$ cat src/rtl/sst_pkg.sv
package sst_pkg;

  localparam int SST_FIFO_DEPTH = 4;

  localparam logic [7:0] CH_TAB = 8'd9;
  localparam logic [7:0] CH_LF  = 8'd10;
  localparam logic [7:0] CH_CR  = 8'd13;

  localparam logic [15:0] LINE_FIRST = 16'd1;
  localparam logic [15:0] LINE_MAX   = 16'hFFFF;

  typedef enum logic [2:0] {
    KIND_UNKNOWN = 3'd0,
    KIND_IDENT   = 3'd1,
    KIND_STRING  = 3'd2,
    KIND_NUMBER  = 3'd3,
    KIND_PUNCT   = 3'd4,
    KIND_EOF     = 3'd5
  } kind_t;

  // One token result without its line number.
  typedef struct packed {
    kind_t      kind;
    logic [7:0] ch;
    logic       has;
    logic       start;
    logic       fin;
  } res_t;

  // All results caused by one input byte; both share one line number.
  typedef struct packed {
    res_t        r0;
    res_t        r1;
    logic        two;
    logic [15:0] line;
  } run_t;

endpackage

$ cat src/rtl/sst_front.sv
module sst_front
  import sst_pkg::*;
(
  input  logic       clk,
  input  logic       rst_n,
  input  logic       accept,
  input  logic [7:0] byte_in,
  input  logic       end_of_input,
  output logic       wr_en,
  output run_t       wr_data
);

  typedef enum logic [3:0] {
    ST_START      = 4'd0,
    ST_IDENT      = 4'd1,
    ST_STR_SQ     = 4'd2,
    ST_STR_DQ     = 4'd3,
    ST_NUMBER     = 4'd4,
    ST_SLASH      = 4'd5,
    ST_BLOCK      = 4'd6,
    ST_LINE       = 4'd7,
    ST_BLOCK_STAR = 4'd8
  } state_t;

  typedef struct packed {
    logic   emit;
    res_t   res;
    state_t st;
    logic   bump;
    logic   clr_esc;
  } fs_t;

  state_t      st_r, st_nxt;
  logic        esc_r, esc_nxt;
  logic [15:0] line_r, line_nxt;

  function automatic res_t mk(kind_t k, logic [7:0] ch, logic has, logic s, logic e);
    res_t r;
    r.kind  = k;
    r.ch    = has ? ch : 8'd0;
    r.has   = has;
    r.start = s;
    r.fin   = e;
    return r;
  endfunction

  function automatic logic is_up(logic [7:0] c);
    return (c >= "A") && (c <= "Z");
  endfunction

  function automatic logic is_dig(logic [7:0] c);
    return (c >= "0") && (c <= "9");
  endfunction

  // Classification of a byte seen in the start state.
  function automatic fs_t from_start(logic [7:0] b, logic [7:0] c);
    fs_t f;
    f.emit    = 1'b0;
    f.res     = mk(KIND_UNKNOWN, 8'd0, 1'b0, 1'b0, 1'b0);
    f.st      = ST_START;
    f.bump    = 1'b0;
    f.clr_esc = 1'b0;
    if (c inside {" ", CH_CR, CH_TAB}) begin
    end else if (c == CH_LF) begin
      f.bump = 1'b1;
    end else if (c inside {"{", "}", "&", "|", "*", ";", "=", "(", ")", ","}) begin
      f.emit = 1'b1;
      f.res  = mk(KIND_PUNCT, c, 1'b1, 1'b1, 1'b1);
    end else if (c == "/") begin
      f.st = ST_SLASH;
    end else if (is_up(c) || c == "_") begin
      f.st   = ST_IDENT;
      f.emit = 1'b1;
      f.res  = mk(KIND_IDENT, b, 1'b1, 1'b1, 1'b0);
    end else if (c == "+" || c == "-" || is_dig(c)) begin
      f.st   = ST_NUMBER;
      f.emit = 1'b1;
      f.res  = mk(KIND_NUMBER, c, 1'b1, 1'b1, 1'b0);
    end else if (c == "'" || c == "\"") begin
      f.st      = (c == "'") ? ST_STR_SQ : ST_STR_DQ;
      f.clr_esc = 1'b1;
      f.emit    = 1'b1;
      f.res     = mk(KIND_STRING, 8'd0, 1'b0, 1'b1, 1'b0);
    end else begin
      f.emit = 1'b1;
      f.res  = mk(KIND_UNKNOWN, c, 1'b1, 1'b1, 1'b1);
    end
    return f;
  endfunction

  logic [7:0] c;
  fs_t        fs;
  logic       emit_a, emit_b, bump;
  res_t       res_a, res_b;

  assign c  = (byte_in >= "a" && byte_in <= "z") ? byte_in - 8'd32 : byte_in;
  assign fs = from_start(byte_in, c);

  always_comb begin
    st_nxt  = st_r;
    esc_nxt = esc_r;
    bump    = 1'b0;
    emit_a  = 1'b0;
    emit_b  = 1'b0;
    res_a   = mk(KIND_UNKNOWN, 8'd0, 1'b0, 1'b0, 1'b0);
    res_b   = res_a;
    if (end_of_input) begin
      emit_a = 1'b1;
      res_a  = mk(KIND_EOF, 8'd0, 1'b0, 1'b1, 1'b1);
    end else begin
      case (st_r)
        ST_SLASH: begin
          if (c == "*") begin
            st_nxt = ST_BLOCK;
          end else if (c == "/") begin
            st_nxt = ST_LINE;
          end else begin
            emit_a = 1'b1;
            res_a  = mk(KIND_UNKNOWN, "/", 1'b1, 1'b1, 1'b1);
            emit_b = fs.emit;
            res_b  = fs.res;
            st_nxt = fs.st;
            bump   = fs.bump;
            if (fs.clr_esc) esc_nxt = 1'b0;
          end
        end
        ST_BLOCK: begin
          if (c == "*") st_nxt = ST_BLOCK_STAR;
          else if (c == CH_LF) bump = 1'b1;
        end
        ST_BLOCK_STAR: begin
          if (c == "/") begin
            st_nxt = ST_START;
          end else if (c != "*") begin
            st_nxt = ST_BLOCK;
            bump   = (c == CH_LF);
          end
        end
        ST_LINE: begin
          if (c == CH_LF) begin
            st_nxt = ST_START;
            bump   = 1'b1;
          end
        end
        ST_IDENT, ST_NUMBER: begin
          if (st_r == ST_IDENT && (is_up(c) || is_dig(c) || c == "_")) begin
            emit_a = 1'b1;
            res_a  = mk(KIND_IDENT, byte_in, 1'b1, 1'b0, 1'b0);
          end else if (st_r == ST_NUMBER && (is_dig(c) || c == "+" || c == "-")) begin
            emit_a = 1'b1;
            res_a  = mk(KIND_NUMBER, c, 1'b1, 1'b0, 1'b0);
          end else begin
            // The terminating byte closes the token and is then rescanned.
            emit_a = 1'b1;
            res_a  = mk((st_r == ST_IDENT) ? KIND_IDENT : KIND_NUMBER,
                        8'd0, 1'b0, 1'b0, 1'b1);
            emit_b = fs.emit;
            res_b  = fs.res;
            st_nxt = fs.st;
            bump   = fs.bump;
            if (fs.clr_esc) esc_nxt = 1'b0;
          end
        end
        ST_STR_SQ, ST_STR_DQ: begin
          if (esc_r) begin
            esc_nxt = 1'b0;
            emit_a  = 1'b1;
            res_a   = mk(KIND_STRING, byte_in, 1'b1, 1'b0, 1'b0);
          end else if ((st_r == ST_STR_SQ && c == "'") ||
                       (st_r == ST_STR_DQ && c == "\"")) begin
            emit_a = 1'b1;
            res_a  = mk(KIND_STRING, 8'd0, 1'b0, 1'b0, 1'b1);
            st_nxt = ST_START;
          end else if (c == "\\") begin
            esc_nxt = 1'b1;
          end else begin
            emit_a = 1'b1;
            res_a  = mk(KIND_STRING, byte_in, 1'b1, 1'b0, 1'b0);
          end
        end
        default: begin
          emit_a = fs.emit;
          res_a  = fs.res;
          st_nxt = fs.st;
          bump   = fs.bump;
          if (fs.clr_esc) esc_nxt = 1'b0;
        end
      endcase
    end
  end

  always_comb begin
    if (end_of_input) line_nxt = LINE_FIRST;
    else if (bump && line_r != LINE_MAX) line_nxt = line_r + 16'd1;
    else line_nxt = line_r;
  end

  assign wr_en        = accept && emit_a;
  assign wr_data.r0   = res_a;
  assign wr_data.r1   = res_b;
  assign wr_data.two  = emit_b;
  assign wr_data.line = line_r;

  always_ff @(posedge clk) begin
    if (!rst_n) begin
      st_r   <= ST_START;
      esc_r  <= 1'b0;
      line_r <= LINE_FIRST;
    end else if (accept) begin
      st_r   <= end_of_input ? ST_START : st_nxt;
      esc_r  <= end_of_input ? 1'b0 : esc_nxt;
      line_r <= line_nxt;
    end
  end

  a_line_nonzero: assert property (@(posedge clk) disable iff (!rst_n)
    line_r != 16'd0) else $error("line counter reached zero");

  a_eof_reset: assert property (@(posedge clk) disable iff (!rst_n)
    accept && end_of_input |=> st_r == ST_START && !esc_r && line_r == LINE_FIRST)
    else $error("scanner not returned to start after end of input");

endmodule

$ cat src/rtl/sst_fifo.sv
module sst_fifo
  import sst_pkg::*;
#(
  parameter int DEPTH = SST_FIFO_DEPTH
)
(
  input  logic clk,
  input  logic rst_n,
  input  logic wr_en,
  input  run_t wr_data,
  output logic full,
  input  logic rd_en,
  output logic rd_valid,
  output run_t rd_data
);

  localparam int AW = (DEPTH > 1) ? $clog2(DEPTH) : 1;
  localparam int CW = $clog2(DEPTH + 1);

  run_t          mem [DEPTH];
  logic [AW-1:0] wr_ptr_r, rd_ptr_r;
  logic [CW-1:0] count_r;
  logic          do_wr, do_rd;

  function automatic logic [AW-1:0] inc(logic [AW-1:0] p);
    return (p == AW'(DEPTH - 1)) ? '0 : p + 1'b1;
  endfunction

  assign full     = (count_r == CW'(DEPTH));
  assign rd_valid = (count_r != '0);
  assign rd_data  = mem[rd_ptr_r];
  assign do_wr    = wr_en && !full;
  assign do_rd    = rd_en && rd_valid;

  always_ff @(posedge clk) begin
    if (do_wr) mem[wr_ptr_r] <= wr_data;
  end

  always_ff @(posedge clk) begin
    if (!rst_n) begin
      wr_ptr_r <= '0;
      rd_ptr_r <= '0;
      count_r  <= '0;
    end else begin
      if (do_wr) wr_ptr_r <= inc(wr_ptr_r);
      if (do_rd) rd_ptr_r <= inc(rd_ptr_r);
      if (do_wr && !do_rd) count_r <= count_r + 1'b1;
      else if (do_rd && !do_wr) count_r <= count_r - 1'b1;
    end
  end

  a_count_bound: assert property (@(posedge clk) disable iff (!rst_n)
    count_r <= CW'(DEPTH)) else $error("queue count beyond depth");

endmodule

$ cat src/rtl/sst_back.sv
module sst_back
  import sst_pkg::*;
(
  input  logic        clk,
  input  logic        rst_n,
  input  logic        rd_valid,
  input  run_t        rd_data,
  output logic        rd_en,
  output logic        empty,
  input  logic        pop,
  output logic [2:0]  token_kind,
  output logic [7:0]  char_code,
  output logic        has_char,
  output logic        token_start,
  output logic        token_end,
  output logic [15:0] line_number,
  output logic        last_of_run
);

  run_t run_r;
  logic valid_r, idx_r;
  logic take, finish;
  res_t cur;

  assign take   = pop && valid_r;
  assign finish = take && (idx_r || !run_r.two);
  assign rd_en  = rd_valid && (!valid_r || finish);
  assign cur    = idx_r ? run_r.r1 : run_r.r0;

  assign empty       = !valid_r;
  assign token_kind  = cur.kind;
  assign char_code   = cur.ch;
  assign has_char    = cur.has;
  assign token_start = cur.start;
  assign token_end   = cur.fin;
  assign line_number = run_r.line;
  assign last_of_run = idx_r || !run_r.two;

  always_ff @(posedge clk) begin
    if (rd_en) run_r <= rd_data;
  end

  always_ff @(posedge clk) begin
    if (!rst_n) begin
      valid_r <= 1'b0;
      idx_r   <= 1'b0;
    end else if (rd_en) begin
      valid_r <= 1'b1;
      idx_r   <= 1'b0;
    end else if (finish) begin
      valid_r <= 1'b0;
      idx_r   <= 1'b0;
    end else if (take) begin
      idx_r <= 1'b1;
    end
  end

  a_second_needs_two: assert property (@(posedge clk) disable iff (!rst_n)
    valid_r && idx_r |-> run_r.two) else $error("second result of a single run");

  a_split_advance: assert property (@(posedge clk) disable iff (!rst_n)
    take && !idx_r && run_r.two |=> valid_r && idx_r)
    else $error("second result of a run lost");

endmodule

$ cat src/rtl/script_source_tokenizer.sv
// Channel   Handshake          Fields
// input     push / full        in_byte_in, in_end_of_input
// result    empty / pop        out_token_kind, out_char_code, out_has_char,
//                              out_token_start, out_token_end, out_line_number,
//                              out_last_of_run
//
// A byte is scanned in the cycle it is accepted; one byte a cycle is taken
// while the run queue has room. Each byte yields zero, one or two results,
// and the output stage hands out one result a cycle while pop is held high;
// the first result of a byte passes through the run queue and the output
// register before it can be popped. Synchronous active-low reset clears the
// scanner, the queue and the output stage. A stalled result side fills the
// queue and then raises full; the scanner keeps its state meanwhile.
module script_source_tokenizer
  import sst_pkg::*;
#(
  parameter int FIFO_DEPTH = SST_FIFO_DEPTH
)
(
  input  logic        clk,
  input  logic        rst_n,
  input  logic        push,
  output logic        full,
  input  logic [7:0]  in_byte_in,
  input  logic        in_end_of_input,
  output logic        empty,
  input  logic        pop,
  output logic [2:0]  out_token_kind,
  output logic [7:0]  out_char_code,
  output logic        out_has_char,
  output logic        out_token_start,
  output logic        out_token_end,
  output logic [15:0] out_line_number,
  output logic        out_last_of_run
);

  logic accept, wr_en, rd_en, rd_valid;
  run_t wr_data, rd_data;

  assign accept = push && !full;

  sst_front u_front (
    .clk          (clk),
    .rst_n        (rst_n),
    .accept       (accept),
    .byte_in      (in_byte_in),
    .end_of_input (in_end_of_input),
    .wr_en        (wr_en),
    .wr_data      (wr_data)
  );

  sst_fifo #(
    .DEPTH (FIFO_DEPTH)
  ) u_fifo (
    .clk      (clk),
    .rst_n    (rst_n),
    .wr_en    (wr_en),
    .wr_data  (wr_data),
    .full     (full),
    .rd_en    (rd_en),
    .rd_valid (rd_valid),
    .rd_data  (rd_data)
  );

  sst_back u_back (
    .clk         (clk),
    .rst_n       (rst_n),
    .rd_valid    (rd_valid),
    .rd_data     (rd_data),
    .rd_en       (rd_en),
    .empty       (empty),
    .pop         (pop),
    .token_kind  (out_token_kind),
    .char_code   (out_char_code),
    .has_char    (out_has_char),
    .token_start (out_token_start),
    .token_end   (out_token_end),
    .line_number (out_line_number),
    .last_of_run (out_last_of_run)
  );

endmodule

$ cat config.mk
export PLATFORM = sky130hd
export DESIGN_NAME = script_source_tokenizer
export DESIGN_NICKNAME = d
export VERILOG_FILES = /design/src/rtl/sst_pkg.sv /design/src/rtl/sst_front.sv /design/src/rtl/sst_fifo.sv /design/src/rtl/sst_back.sv /design/src/rtl/script_source_tokenizer.sv
export SDC_FILE = /design/constraint.sdc
export NUM_CORES = 1
export LEC_CHECK = 0
export BUFFER_PORTS_ARGS = -buffer_cell sky130_fd_sc_hd__buf_2
export CORE_UTILIZATION = 40
export DETAILED_ROUTE_END_ITERATION = 12
export GPL_ROUTABILITY_DRIVEN = 1
export PLACE_DENSITY = 0.7
export SLEW_MARGIN = 25
export SYNTH_ARGS = -nofsm -noshare
export SYNTH_HDL_FRONTEND = slang
export SYNTH_SLANG_ARGS = --single-unit
export TNS_END_PERCENT = 30
$ cat constraint.sdc
create_clock -name clk -period 5 [get_ports clk]
set_clock_uncertainty 0.15 [all_clocks]
set_input_delay 1 -clock clk [delete_from_list [all_inputs] [get_ports clk]]
set_output_delay 1 -clock clk [all_outputs]
set_load 0.02 [all_outputs]
; After elaboration in Yosys (flattened, before gate mapping)
; Memories as Yosys holds them, arrays and structs flattened. A register that Yosys moved wholly into a read port is not among the register bits.
; Index checks and enable logic that the tools add are counted.
[totals]
reg_bits = 30
ram_bits = 180
elab_cells = 202
mem_count = 1
[op_classes]
addsub = 6
n_lt_le_gt_ge = 6
eq_ne = 44
mux = 90
n_bitwise = 1
reduce_logical = 46
[memory_table]
columns = memory, depth, word_bits, read_ports, rd_clocked_by_memory_dff, write_ports, line_no
row1 = u_fifo.mem, 4, 45, 1, 1, 1, sst_fifo.sv:20  ; run_t mem [DEPTH];
[op_table]
columns = operator, count
row1 = $mux W14, 12
row2 = $eq A8 B6 Y1 const B, 13
row3 = $mux W4, 14
row4 = $pmux W14 S4, 1
row5 = $eq A8 B7 Y1 const B, 5
row6 = $mux W1, 40
row7 = $mux W19, 2
row8 = $mux W16, 2
row9 = $mux W15, 2
row10 = $pmux W14 S2, 1
row11 = $mux W13, 2
row12 = $eq A8 B4 Y1 const B, 3
row13 = $pmux W4 S6, 1
row14 = $mux W21, 1
row15 = $logic_and A1 B1 Y1, 17
row16 = $mux W17, 1
row17 = $add A16 B1 Y16 const B, 1
row18 = $eq A4 B3 Y1 const B, 4
row19 = $ge A8 B7 Y1 const B, 2
row20 = $le A8 B7 Y1 const B, 2
row21 = $ne A16 B16 Y1 const B, 1
row22 = $ne A3 B3 Y1 const B, 5
row23 = $logic_or A1 B1 Y1, 11
row24 = $reduce_bool A10 Y1, 1
row25 = other kinds (31), 49

; Logic depth before layout (Yosys ltp)
; Gate-level depths: netlist (run 1).
[logic_depth]
word_depth = 20
ltp_mapped = 15
ltp_nobuf = 14

; Modules after synthesis
; From an unflattened synthesis (run 1), not the netlist that was laid out.
[hier_totals]
hier_cells = 721
area_unflattened_um2 = 11249.5
[modules_own_cells]
columns = module, n_inst, cells_each, area_each_um2
row1 = sst_fifo, 1, 286, 7035.5
row2 = sst_front, 1, 345, 2391.0
row3 = sst_back, 1, 89, 1809.2
row4 = script_source_tokenizer, 1, 1, 13.8

; Least setup slack after synthesis (run 1)
; Ideal clock, no wire load.
[synth_path]
path_type = input-to-reg
startpoint = in pop
endpoint = reg u_fifo.count_r[2]
setup_time_ps = 76
t_arrival_ps = 4681
required_time_ps = 4774
setup_slack_ps = 93
path_stages = 9
path_buffers = 0
path_cell_list = nand2_1 -> a21oi_1 -> inv_1 -> ha_1 -> inv_1 -> fa_1 -> xor2_1 -> or3_1 -> a21boi_0
[synth_between]
elab_chain_cells = 8
word_cells_on_any_way = 10
cone_classes = mux: 1 / reduce/logical: 9
[synth_lines]
columns = item, line_no
row1 = "start, declared", script_source_tokenizer.sv:27  ; input logic pop,
row2 = $logic_and A1 B1 Y1 (*), sst_back.sv:25  ; assign take = pop && valid_r;
row3 = $logic_and A1 B1 Y1 (*), sst_back.sv:26  ; assign finish = take && (idx_r || !run_r.two);
row4 = $logic_or A1 B1 Y1 (*), sst_back.sv:27  ; assign rd_en = rd_valid && (!valid_r || finish);
row5 = $logic_and A1 B1 Y1 (*), sst_back.sv:27
row6 = named net rd_en, script_source_tokenizer.sv:37  ; logic accept, wr_en, rd_en, rd_valid;
row7 = $logic_and A1 B1 Y1 (*), sst_fifo.sv:33  ; assign do_rd = rd_en && rd_valid;
row8 = $logic_not A1 Y1, sst_fifo.sv:47  ; if (do_wr && !do_rd) count_r <= count_r + 1'b1;
row9 = $logic_and A1 B1 Y1, sst_fifo.sv:47
row10 = $mux W3 or $reduce_bool A2 Y1 (tied branches), --
row11 = "end signal, assigned", sst_fifo.sv:47
row12 = "end signal, assigned", sst_fifo.sv:48  ; else if (do_rd && !do_wr) count_r <= count_r - 1'b1;
row13 = "end, declared", sst_fifo.sv:22  ; logic [CW-1:0] count_r;
; Mark *: on every way through the listed nets, which the timed path passes. The rest lies on a longest branch.
; A chain may end at the register's enable or synchronous reset.

; Worst setup path after layout (run 1)
[layout_path]
startpoint = in in_byte_in[6]
endpoint = reg u_fifo.count_r[2]
[layout_between]
elab_chain_cells = 15
word_cells_on_any_way = 46
cone_classes = add/sub: 1 / order compare: 2 / eq/ne: 18 / mux: 13 / reduce/logical: 12
[layout_lines]
columns = item, line_no
row1 = "start, declared", script_source_tokenizer.sv:24  ; input logic [7:0] in_byte_in,
row2 = $ge A8 B7 Y1 or $le A8 B7 Y1 (tied branches), sst_front.sv:96  ; assign c = (byte_in >= "a" && byte_in <= "z") ? byte_in - 8'd32 : byte_in;
row3 = $logic_and A1 B1 Y1, sst_front.sv:96
row4 = $mux W8 (*), sst_front.sv:96
row5 = "$eq A8 B7 Y1, or another cell as far along", sst_front.sv:66  ; end else if (c inside {"{", "}", "&", "|", "*", ";", "=", "(", ")", ","}) begin
row6 = "$reduce_bool A10 Y1, or another cell as far along", sst_front.sv:66
row7 = $mux W15 or $logic_or A1 B1 Y1 (tied branches), "sst_front.sv:66, sst_front.sv:169"
row8 = $mux W19 or $mux W1 (tied branches), "sst_front.sv:64, sst_front.sv:169"
row9 = $mux W21 or $mux W1 (tied branches), "sst_front.sv:63, sst_front.sv:165"
row10 = $pmux W1 S4 (*), sst_front.sv:111  ; case (st_r)
row11 = $mux W1 (*), sst_front.sv:107  ; if (end_of_input) begin
row12 = $logic_and A1 B1 Y1 (*), sst_front.sv:198  ; assign wr_en = accept && emit_a;
row13 = $logic_and A1 B1 Y1 (*), sst_fifo.sv:32  ; assign do_wr = wr_en && !full;
row14 = named net u_fifo.do_wr, sst_fifo.sv:23  ; logic do_wr, do_rd;
row15 = $logic_not A1 Y1, sst_fifo.sv:48
row16 = $logic_and A1 B1 Y1, sst_fifo.sv:48
row17 = $reduce_bool A2 Y1 (no line), --
; Marks and branches as above.

==> impl_results.md, run 1 <==
* Synth Register Bits at 250
* Core Rows at 59
* Routed via count at 5,968
* Final WL at 20.8 mm
* Static Leak at 3.91 nW
* RSZ-0062 raised after global routing: false
* CTS H-tree depth at 1
* F_max at around 240 MHz
* Actual slew at the worst max-slew pin at 880 ps
* Avg Synthesized Cell Area at 15.6 um2
* I/O Buffers at between 40 and 50
* Setup bufs post-CTS at 0
* Multi-input gate area at 3290 um2
* # fillers at 2,250
* CTS clk-pin slew, worst paths at about 60 ps
* Drt wl/cell at 19.3 um
* Max-slew violations at 0
* Clk_lat worst skew at 510 ps
* Register Area at 7210 um2
* Ys async rst share at 0%
* Post-layout util at 45.9%
* Final-report hold violation count at 0
* GRT Residual Overflow at 0
* Setup crit start kind: input port
* Via density at ~5.5
* Critical path class: in -> reg
* Hold buffer count at cts at 0
* CP required at 5290 ps
* Antenna viol nets, final at 0
* # IOs at 46
* Tot GR Track Use at 15.2%
* Die Wd at 167 um
* CTS Sinks at between 200 and 300
* Resized Gates After CTS at 0
* CTS root buf: clkbuf_16
* Clock Path Buffers at 3
* Cts bufs inserted at 25
* CP Capture Type: register
* Die area at 27,700 um2
* WP data arrival at 4410 ps
* Failing checks: design-rule violations
* Core Area at 26,300 um2
* Tmin final at 4130 ps
* First-pass GRT wire length at between 30 and 40 mm
* Initial antenna violation count at 0
* Final GP Congestion at 0.932
* Setup TNS at 0 ps
* Yosys warns at 0
* N_diodes at 0
* Syn-to-layout area delta at 11.3%
* Finished Layout Cells at between 1,000 and 1,500
* Residual DRC at 2
* Pre-Repair DR Iteration Count at 10
* Pre-CTS setup slack at roughly 380 ps
* Final setup fails at 0
* Max-slew headroom at 41.2%
* PD cells at 496 nW/um2
* Pin count of the biggest net entering global routing at 48
* Die H at 167 um
* Initial core utilization at 41.2%
* Dpl cells at 1,033
* VDD IR-drop max at 236 uV
* CP max FO at 9
* Post-Synthesis Cell Area at 10,800 um2
* Period utilization at 82.6%
* CTS tree: done
* Detailed placement HPWL at 13.1 mm
* Post-synth EDFFs at 220
* Post-Syn Instances at 694
* Vias in the first global route at ~5,900
* Power Total at 5.99 mW
* Min-Delay Path Class: reg -> reg
* Final net count at about 750
* Worst setup margin at between 800 and 900 ps
* Layout cells sized above 1 at 23.9%
* Prevailing post-synth register cell: edfxtp_1
* DR iter-0 viols at between 600 and 700
* Net Count, Synth at 716
* Maxcap violations at 0
* Sequential area share after synthesis at 66.5%
* Distinct cells, synth at 85
* Status: finished with violations
[cell families (layout without fill, tap and decap cells)]
family                     Yosys count  count (layout)  synth area share (%)
xor gates and xnor gates            11              11                 0.889
AOI/OAI and AO/OA                  104             104                  7.39
DFF                                250             250                  66.5
muxes                               67              67                  11.4
buffers and inverters               71             121                  3.25
adders and majority gates            9               9                  1.11
and+or+nand+nor                    182             182                  9.41
[final cells by class]
| cell class | instances | area share, % |
|---|---|---|
| clock inverters | 9 | 0.633 |
| repair buffers | 56 | 2.66 |
| inverters | 20 | 0.622 |
| multi-input cells | 373 | 27.3 |
| clock buffers | 36 | 5.53 |
| well taps | 335 | 3.48 |
| flip-flops and latches | 250 | 59.8 |
[power by group]
group	total (mW)	leakage (nW)	internal (mW)	switching (mW)
registers	2.91	2.27	2.75	0.164
logic	1.37	1.29	0.601	0.770
clock network	1.70	0.357	0.978	0.725
[final timing paths]
path / slack, ps / end / cells past startpoint / from
worst min register to register: 360 / u_fifo.wr_ptr_r[1] / 2 / u_fifo.wr_ptr_r[1]
worst min-delay path: 360 / u_fifo.wr_ptr_r[1] / 2 / u_fifo.wr_ptr_r[1]
worst max register to register: 1360 / u_fifo.count_r[2] / 10 / u_front.st_r[0]
worst max-delay path: 870 / u_fifo.count_r[2] / 15 / in_byte_in[6]
[critical path, cell delays in order]
cell and delay (ps):
buf_2 180, inv_1 130, ha_1 330, nand3b_4 90
o21a_1 220, a2111oi_4 480, a32oi_1 200, a211oi_1 430
a31oi_2 240, ha_1 270, inv_1 90, fa_1 190
xor2_1 80, or3_1 300, a21boi_0 170
[through the flow]
step / instance area [um2] / hold WS [ps]
3_5_place_dp: 11300 / 351
3_3_place_gp: 11300 / 345
5_1_grt: 12100 / 380
4_1_cts: 12000 / 359
2_1_floorplan: 10800 / 318
6_report: 12100 / 356
[cells in the final DEF, fill, tap and decap left out, drive strengths merged, types with 5 or more instances in the layout]
cell type  Yosys  routed
xnor2          7       7
clkbuf        18      36
buf           33      56
edfxtp       220     220
o21ai         17      17
o31ai          5       5
nand2         35      35
nor2b         16      16
nand3         15      15
ha             8       8
and3           7       7
a21oi         25      25
a21o           8       8
dfxtp         30      30
clkinv         1       7
or2            7       7
mux4          44      44
nor2          33      33
and2          13      13
mux2i          9       9
mux2          14      14
nand4          8       8
nor3          16      16
inv           19      20
[sequential cells by signal, summed over array words and instances (netlist names), 2 cells and up]
register and cells:
u_back.line_number 16, u_fifo.count_r 3, u_fifo.mem 176, u_front.st_r 4, u_fifo.wr_ptr_r 2, u_fifo.rd_ptr_r 2
u_front.line_r 16, u_back.run_r 28
[metal layers]
metal  vias up  part of all wire (%)  track usage, %
met5         -                     0               0
li1       2762                     -               -
met4         0                   1.5            4.07
met3        32                   5.6            2.42
met2       178                    46            24.1
met1      2996                    47            22.0
[synth_stat cells, types with 15 or more instances]
master / instances / area [um2]
edfxtp_1: 220 / 6610
mux4_2: 44 / 991
nand2_1: 35 / 131
nor2_1: 33 / 124
dfxtp_1: 30 / 601
a21oi_1: 23 / 115
buf_4: 19 / 143
inv_1: 19 / 71.3
clkbuf_1: 17 / 63.8
nor2b_1: 16 / 100
nor3_1: 16 / 80.1
o21ai_0: 16 / 80.1
nand3_1: 15 / 75.1
Note: power is estimated with default switching activity, not from simulation.
==> inputs of run 2 (changes only) <==
clock period = 3.7 ns   (was 5 ns; I/O delays follow)
==> run 2 against run 1 <==
  * Via count grew 3.9%
  * Highest routed layer unchanged
  * Count of clock-buffer cells in the layout shrank 8
  * Register-to-register slack lost 930 ps
  * Non-clock buffer count grew 39
  * The run still ends with design-rule violations left
  * Core utilization grew 1.9 points
  * Critical path depth shrank 2
  * Routed wire length grew 3.8%
  * Cell count grew 3.6%
  * Combinational power grew 41%
  * Sequential share of layout area shrank 2.3 points
==> impl_results.md, run 2 (synthesis gave the netlist of run 1 again) <==
* Tot GR Track Use at 15.8% (+0.53 points)
* Setup crit start kind: input port
* Routed via count at 6,200 (+3.9%)
* CP Capture Type: register
* CP delay by family, top: compound AO/OA/AOI/OAI gates
* CTS Sinks at 250 (unchanged)
* WP data arrival at 3550 ps (-860 ps)
* Clk_lat worst skew at 510 ps (about the same)
* Most flops, register: u_fifo.mem
* Die H at 167 um (unchanged)
* Largest registers: u_fifo.mem: 176 flops, u_back.run_r: 28 flops
* VDD IR-drop max at 377 uV (+60%)
* Status: finished with violations
* Critical path class: in -> reg
* Max-slew headroom at 40.7% (-0.57 points)
* Power Total at 8.44 mW (+41%)
* Pre-Repair DR Iteration Count at 9 (-1)
* Drt wl/cell at 19.4 um (+0.22%)
* CTS clk-pin slew, worst paths at 60 ps (about the same)
* CP required at 3980 ps (-1310 ps)
* DR iter-0 viols at 426 (-37%)
* Commonest non-fill, non-tap cell in the layout: edfxtp_1
* Final-report hold violation count at 0 (unchanged)
* Final setup fails at 0 (unchanged)
* Layout cells sized above 1 at 29.5% (+5.6 points)
* Setup bufs post-CTS at 0 (unchanged)
* PD cells at 673 nW/um2 (+36%)
* Net switching power at 2.30 mW (+39%)
* First-pass GRT wire length at 34.4 mm (+3.5%)
* CTS H-tree depth at 1 (unchanged)
* Final net count at 787 (+5.2%)
* Resized Gates After CTS at 0 (unchanged)
* Combinational Power Share at 22.9% (about the same)
* Critical path buffers and inverters at 2 (-1)
* Initial core utilization at 41.2% (unchanged)
* N_diodes at 0 (unchanged)
* Detailed placement HPWL at 14.0 mm (+6.2%)
* Period utilization at 88.4%
* Syn-to-layout area delta at 15.8%
* Max-slew violations at 0 (unchanged)
* Internal at 6.14 mW (+42%)
* Final WL at 21.6 mm (+3.8%)
* F_max at about 310 MHz
* Die area at 27,700 um2 (unchanged)
* Failing checks: design-rule violations
* Vias in the first global route at 6,135 (+3.8%)
* CTS tree: done
* DR WL met2 at 9.95 mm (+3.4%)
* Die Wd at 167 um (unchanged)
* Static Leak at 4.19 nW (+7.2%)
* Routed length on met1 at 9.94 mm (+2.0%)
* Sequential share of power at 46.6% (-2.0 points)
* Core Rows at 59 (unchanged)
* Final GP Congestion at 0.888 (-4.8%)
* Highest-count cells in the layout ignoring fill and taps: 220 x edfxtp_1, 45 x buf_2, 44 x mux4_2, 44 x buf_4, 35 x nand2_1
* Metal3 WL at 1.27 mm (+9.6%)
* Actual slew at the worst max-slew pin at 883 ps (+2.91 ps)
* Uppermost layer routed: met4
* I/O Buffers at 45 (unchanged)
* GRT Residual Overflow at 0 (unchanged)
* Sw Share at 27.3% (-0.43 points)
* Critical path's largest stage delay at 420 ps (-60 ps)
* RSZ-0062 raised after global routing: false
* CTS root buf: clkbuf_16
* CP max FO at 5 (-4)
* Tmin final at 3270 ps
* Setup slack, reg-to-reg at 430 ps (-930 ps)
* Core Area at 26,300 um2 (unchanged)
* Antenna viol nets, final at 0 (unchanged)
* Cts bufs inserted at 25 (unchanged)
* Pin count of the biggest net entering global routing at 48 (unchanged)
* Max FFs per register at 176 (unchanged)
* # fillers at 2,217 (-1.5%)
* Clk pwr share at 30.5% (+2.0 points)
* Setup TNS at 0 ps (unchanged)
* Residual DRC at 4 (+2)
* Clock Path Buffers at 3 (unchanged)
* Via density at 5.55 (+0.26%)
* Initial antenna violation count at 0 (unchanged)
* # IOs at 46 (unchanged)
* Maxcap violations at 0 (unchanged)
* Min-Delay Path Class: reg -> reg
* Most frequent CP cell: or3_1
* Hold buffer count at cts at 0 (unchanged)
* Cell breakdown of the critical path: buf_2 > or3_1 > o221ai_2 > a2111oi_4 > a32oi_2 > a211oi_2 > a31oi_4 > ha_2 > inv_2 > fa_1 > xor2_1 > or3_1 > a21boi_0
* Critical-path top delay cell: or3_1
[run 2: layout make-up]
cell class              count  area (um2)  share of cell area, %
repair buffers             95         676                   5.38
inverters                  20        75.1                  0.598
multi-input cells         373        3320                   26.4
clock inverters            17         194                   1.55
well taps                 335         419                   3.34
clock buffers              28         657                   5.23
flip-flops and latches    250        7210                   57.5
[run 2: path summary, 6_finish.rpt]
path                       from                  to  depth (start not counted)
min reg2reg  u_fifo.wr_ptr_r[1]  u_fifo.wr_ptr_r[1]                          2
max               in_byte_in[3]   u_fifo.count_r[2]                         13
min          u_fifo.wr_ptr_r[1]  u_fifo.wr_ptr_r[1]                          2
max reg2reg     u_front.st_r[1]   u_fifo.count_r[2]                         10
[run 2: per-stage QoR]
step	hold WS (ps)	setup slack (ps)	util (%)	cells	instance area [um2]
3_5_place_dp	344	-96.4	44.4	1072	11700
4_1_cts	352	428	47.7	1117	12500
6_report	351	429	47.7	1118	12500
2_1_floorplan	318	-173	-	694	10900
3_3_place_gp	341	15.8	44.4	1072	11700
5_1_grt	393	226	47.7	1118	12500
[run 2: routing by layer]
metal | vias to the layer above | track usage, %
li1 | 2845 | -
met1 | 3118 | 22.3
met2 | 200 | 25.4
met3 | 37 | 2.02
met4 | 0 | 5.03
met5 | - | 0
[run 2: power groups by stage]
stage	Combinational (mW)	Clock (mW)	Sequential, mW
5_1_grt	2.08	2.73	4.00
4_1_cts	1.88	2.62	4.03
2_1_floorplan	1.57	0	3.86
6_report	1.93	2.57	3.93
3_5_place_dp	1.87	0	4.08
3_3_place_gp	1.85	0	4.06
[run 2: tightest hold or removal path, stage by stage, from the launching register on]
cell and delay [ps]:
dfxtp_1 340, nand2_1 60, mux2i_1 50
==> inputs of run 3 (changes only) <==
ABC_AREA = 1   (was unset)
CAP_MARGIN = 20   (was unset)
==> run 3 against run 2 <==
  * The flow now finishes without violations
  * Via count is 21% higher
  * Cell count rose by 26%
  * Routed wire length is 12% higher
  * Power is 4.8% higher
  * Critical path depth rose by 8
  * Combinational power grew 29%
==> impl_results.md, run 3 <==
* Status: finished clean
* I/O Buffers at 45 (unchanged)
* CP max FO at 6 (+1)
* Setup bufs post-CTS at 0 (unchanged)
* Synth cell count leaders: 220 x edfxtp_1, 163 x nor2_1, 145 x nand2_1
* Pin count of the biggest net entering global routing at 91 (+90%)
* Drt wl/cell at 17.2 um (-11%)
* CTS H-tree depth at 1 (unchanged)
* DR iter-0 viols at 712 (+67%)
* Final GP Congestion at 0.908 (+2.2%)
* RSZ-0062 raised after global routing: false
* Post-Syn Instances at 1,010 (+46%)
* Core Area at 26,900 um2 (+2.3%)
* N_diodes at 0 (unchanged)
* Post-synth EDFFs at 220 (unchanged)
* Mux contribution to synthesized area at 0% (-11 points)
* Initial core utilization at 40.6% (-0.58 points)
* GRT Residual Overflow at 0 (unchanged)
* Hold Slack at 345 ps (-5.93 ps)
* Synth Register Bits at 250 (unchanged)
* CTS root buf: clkbuf_16
* VDD IR-drop max at 592 uV (+57%)
* Dominant cell type by area after synthesis: edfxtp_1
* Final WL at 24.1 mm (+12%)
* Net Count, Synth at 1,032 (+44%)
* Final setup fails at 0 (unchanged)
* Final-report hold violation count at 0 (unchanged)
* Hold buffer count at cts at 0 (unchanged)
* Design Area, Final at 12,300 um2 (-1.8%)
* Power Total at 8.85 mW (+4.8%)
* Resized Gates After CTS at 0 (unchanged)
* Pre-Repair DR Iteration Count at 5 (-4)
* WP data arrival at 3410 ps (-140 ps)
* F_max at 317 MHz (+3.6%)
* Commonest non-fill, non-tap cell in the layout: edfxtp_1
* Layout cells sized above 1 at 15.3% (-14 points)
* DP Area at 11,500 um2 (-1.1%)
* Actual slew at the worst max-slew pin at 926 ps (+42.6 ps)
* Syn-to-layout area delta at 12.8%
* Cts bufs inserted at 25 (unchanged)
* CTS clk-pin slew, worst paths at 60 ps (about the same)
* Yosys warns at 0 (unchanged)
* Post-synth top area share at 60.5% (-0.50 points)
* Min-Delay Path Class: reg -> reg
* Antenna viol nets, final at 0 (unchanged)
* Clock Path Buffers at 3 (unchanged)
* Static Leak at 4.36 nW (+4.0%)
* Post-Synth Simple-Gate Area at 16.9% (+7.5 points)
* Die area at 28,000 um2 (+0.81%)
* Initial antenna violation count at 0 (unchanged)
* Maxcap violations at 0 (unchanged)
* # fillers at 2,461 (+11%)
* Sequential area share after synthesis at 66.0% (-0.54 points)
* Adder-cell share of the synthesized area at 1.10% (-0.0090 points)
* Largest registers: u_fifo.mem: 176 flops, u_back.run_r: 28 flops
* Prevailing post-synth register cell: edfxtp_1
* CP Capture Type: register
* Most flops, register: u_fifo.mem
* Synth Area in Compound Gates at 10.3% (+3.0 points)
* Multi-input gate area at 3160 um2 (-4.6%)
* Via density at 5.31 (-4.3%)
* First-pass GRT wire length at 38.1 mm (+11%)
* Synth area leaders: edfxtp_1 60%, nor2_1 5.6%, dfxtp_1 5.5%
* Die Wd at 167 um (+0.41%)
* Setup crit start kind: input port
* Routed via count at 7,474 (+21%)
* Max-slew violations at 0 (unchanged)
* Critical path class: in -> reg
* Post-Synthesis Cell Area at 10,900 um2 (+0.82%)
* Final net count at 1,071 (+36%)
* Register Area at 7210 um2 (about the same)
* PD cells at 718 nW/um2 (+6.7%)
* Die H at 167 um (+0.41%)
* Distinct cells, synth at 44 (-48%)
* Detailed placement HPWL at 15.2 mm (+8.8%)
* Count leader, synth: edfxtp_1
* Tmin final at 3160 ps (-113 ps)
* CTS tree: done
* Largest family of logic cells by synthesized area: simple AND/OR/NAND/NOR gates
* Max-slew headroom at 38.2% (-2.5 points)
* # IOs at 46 (unchanged)
* CP required at 3950 ps (-30 ps)
* Post-layout util at 45.9% (-1.9 points)
* Max FFs per register at 176 (unchanged)
* Residual DRC at 0 (-4)
* Avg Synthesized Cell Area at 10.8 um2 (-31%)
* Highest-count cells in the layout ignoring fill and taps: 220 x edfxtp_1, 159 x nor2_1, 145 x nand2_1
* Clk_lat worst skew at 520 ps (about the same)
* Tot GR Track Use at 17.2% (+1.5 points)
* Vias in the first global route at 7,052 (+15%)
* Period utilization at 85.4% (-3.1 points)
* Core Rows at 60 (+1.7%)
* Ys async rst share at 0% (unchanged)
* CTS Sinks at 250 (unchanged)
* XOR/XNOR Fraction of Synth Area at 0.321% (-0.57 points)
## run 3: changes by cell type in the layout (fill, tap and decap cells not counted), moves of 26 or more
cell and change:
inv_1 +41, o22ai_1 +45, mux4_2 -44, o21ai_0 +89, buf_4 -26, nor2_1 +126, nand2_1 +110
## run 3: path summary, 6_finish.rpt
path	start	endpoint	slack [ps]	cells after the start
max reg2reg	u_front.line_r[0]	u_front.line_r[9]	820	12
max	in_byte_in[3]	u_fifo.count_r[1]	540	21
min	u_front.st_r[2]	u_front.st_r[2]	340	2
min reg2reg	u_front.st_r[2]	u_front.st_r[2]	340	2
## run 3: final cells by class
type	count	area share (%)
Clock inverter	18	1.18
Timing Repair Buffer	68	3.74
Clock buffer	27	5.14
Tap cell	341	3.46
Inverter	75	2.32
Multi-Input combinational cell	629	25.7
Sequential cell	250	58.5
## run 3: critical path: stages
cell and delay [ps]:
buf_2 160, inv_2 80, nor2_2 150, nand3_2 150, nand3_1 110, nand2_1 140, nor2_1 150, nand2_1 80
nor2_1 150, nand2_1 90, nand2_1 90, nand2_1 50, nor2_1 90, nand3_1 120, nand2_2 90, inv_2 40
ha_1 170, inv_1 120, fa_1 410, o21ai_0 160, a21oi_1 50
## run 3: kinds of logic (layout without fill, tap and decap cells)
logic type               Yosys count  count (layout)
AO/OA/AOI/OAI                    204             204
XOR/XNOR                           4               4
adder cells (fa/ha/maj)            9               9
buffers and inverters            131             188
flip-flops                       250             250
AND/OR/NAND/NOR                  412             412
## run 3: where the power goes
part,internal (mW),switching (mW)
Combinational,0.709,1.79
Sequential,3.82,0.140
Clock,1.37,1.02
## run 3: per-layer routing
layer  GRT usage [%]  routed length [um]  part of all wire (%)  up-vias
met5               0                   0                     0        -
met2            28.0               11000                    46      229
met4            3.87                 381                   1.6        0
met1            24.7               11300                    47     3602
li1                -                   -                     -     3614
met3            2.22                1450                   6.0       29
## run 3: metrics by stage
stage	TNS, ps	setup WS [ps]	cells
after global placement	0	97.9	1363
after CTS	0	571	1408
after global routing	0	280	1408
after floorplan	-39120	-222	1010
after detailed placement	0	44.6	1363
final	0	542	1408
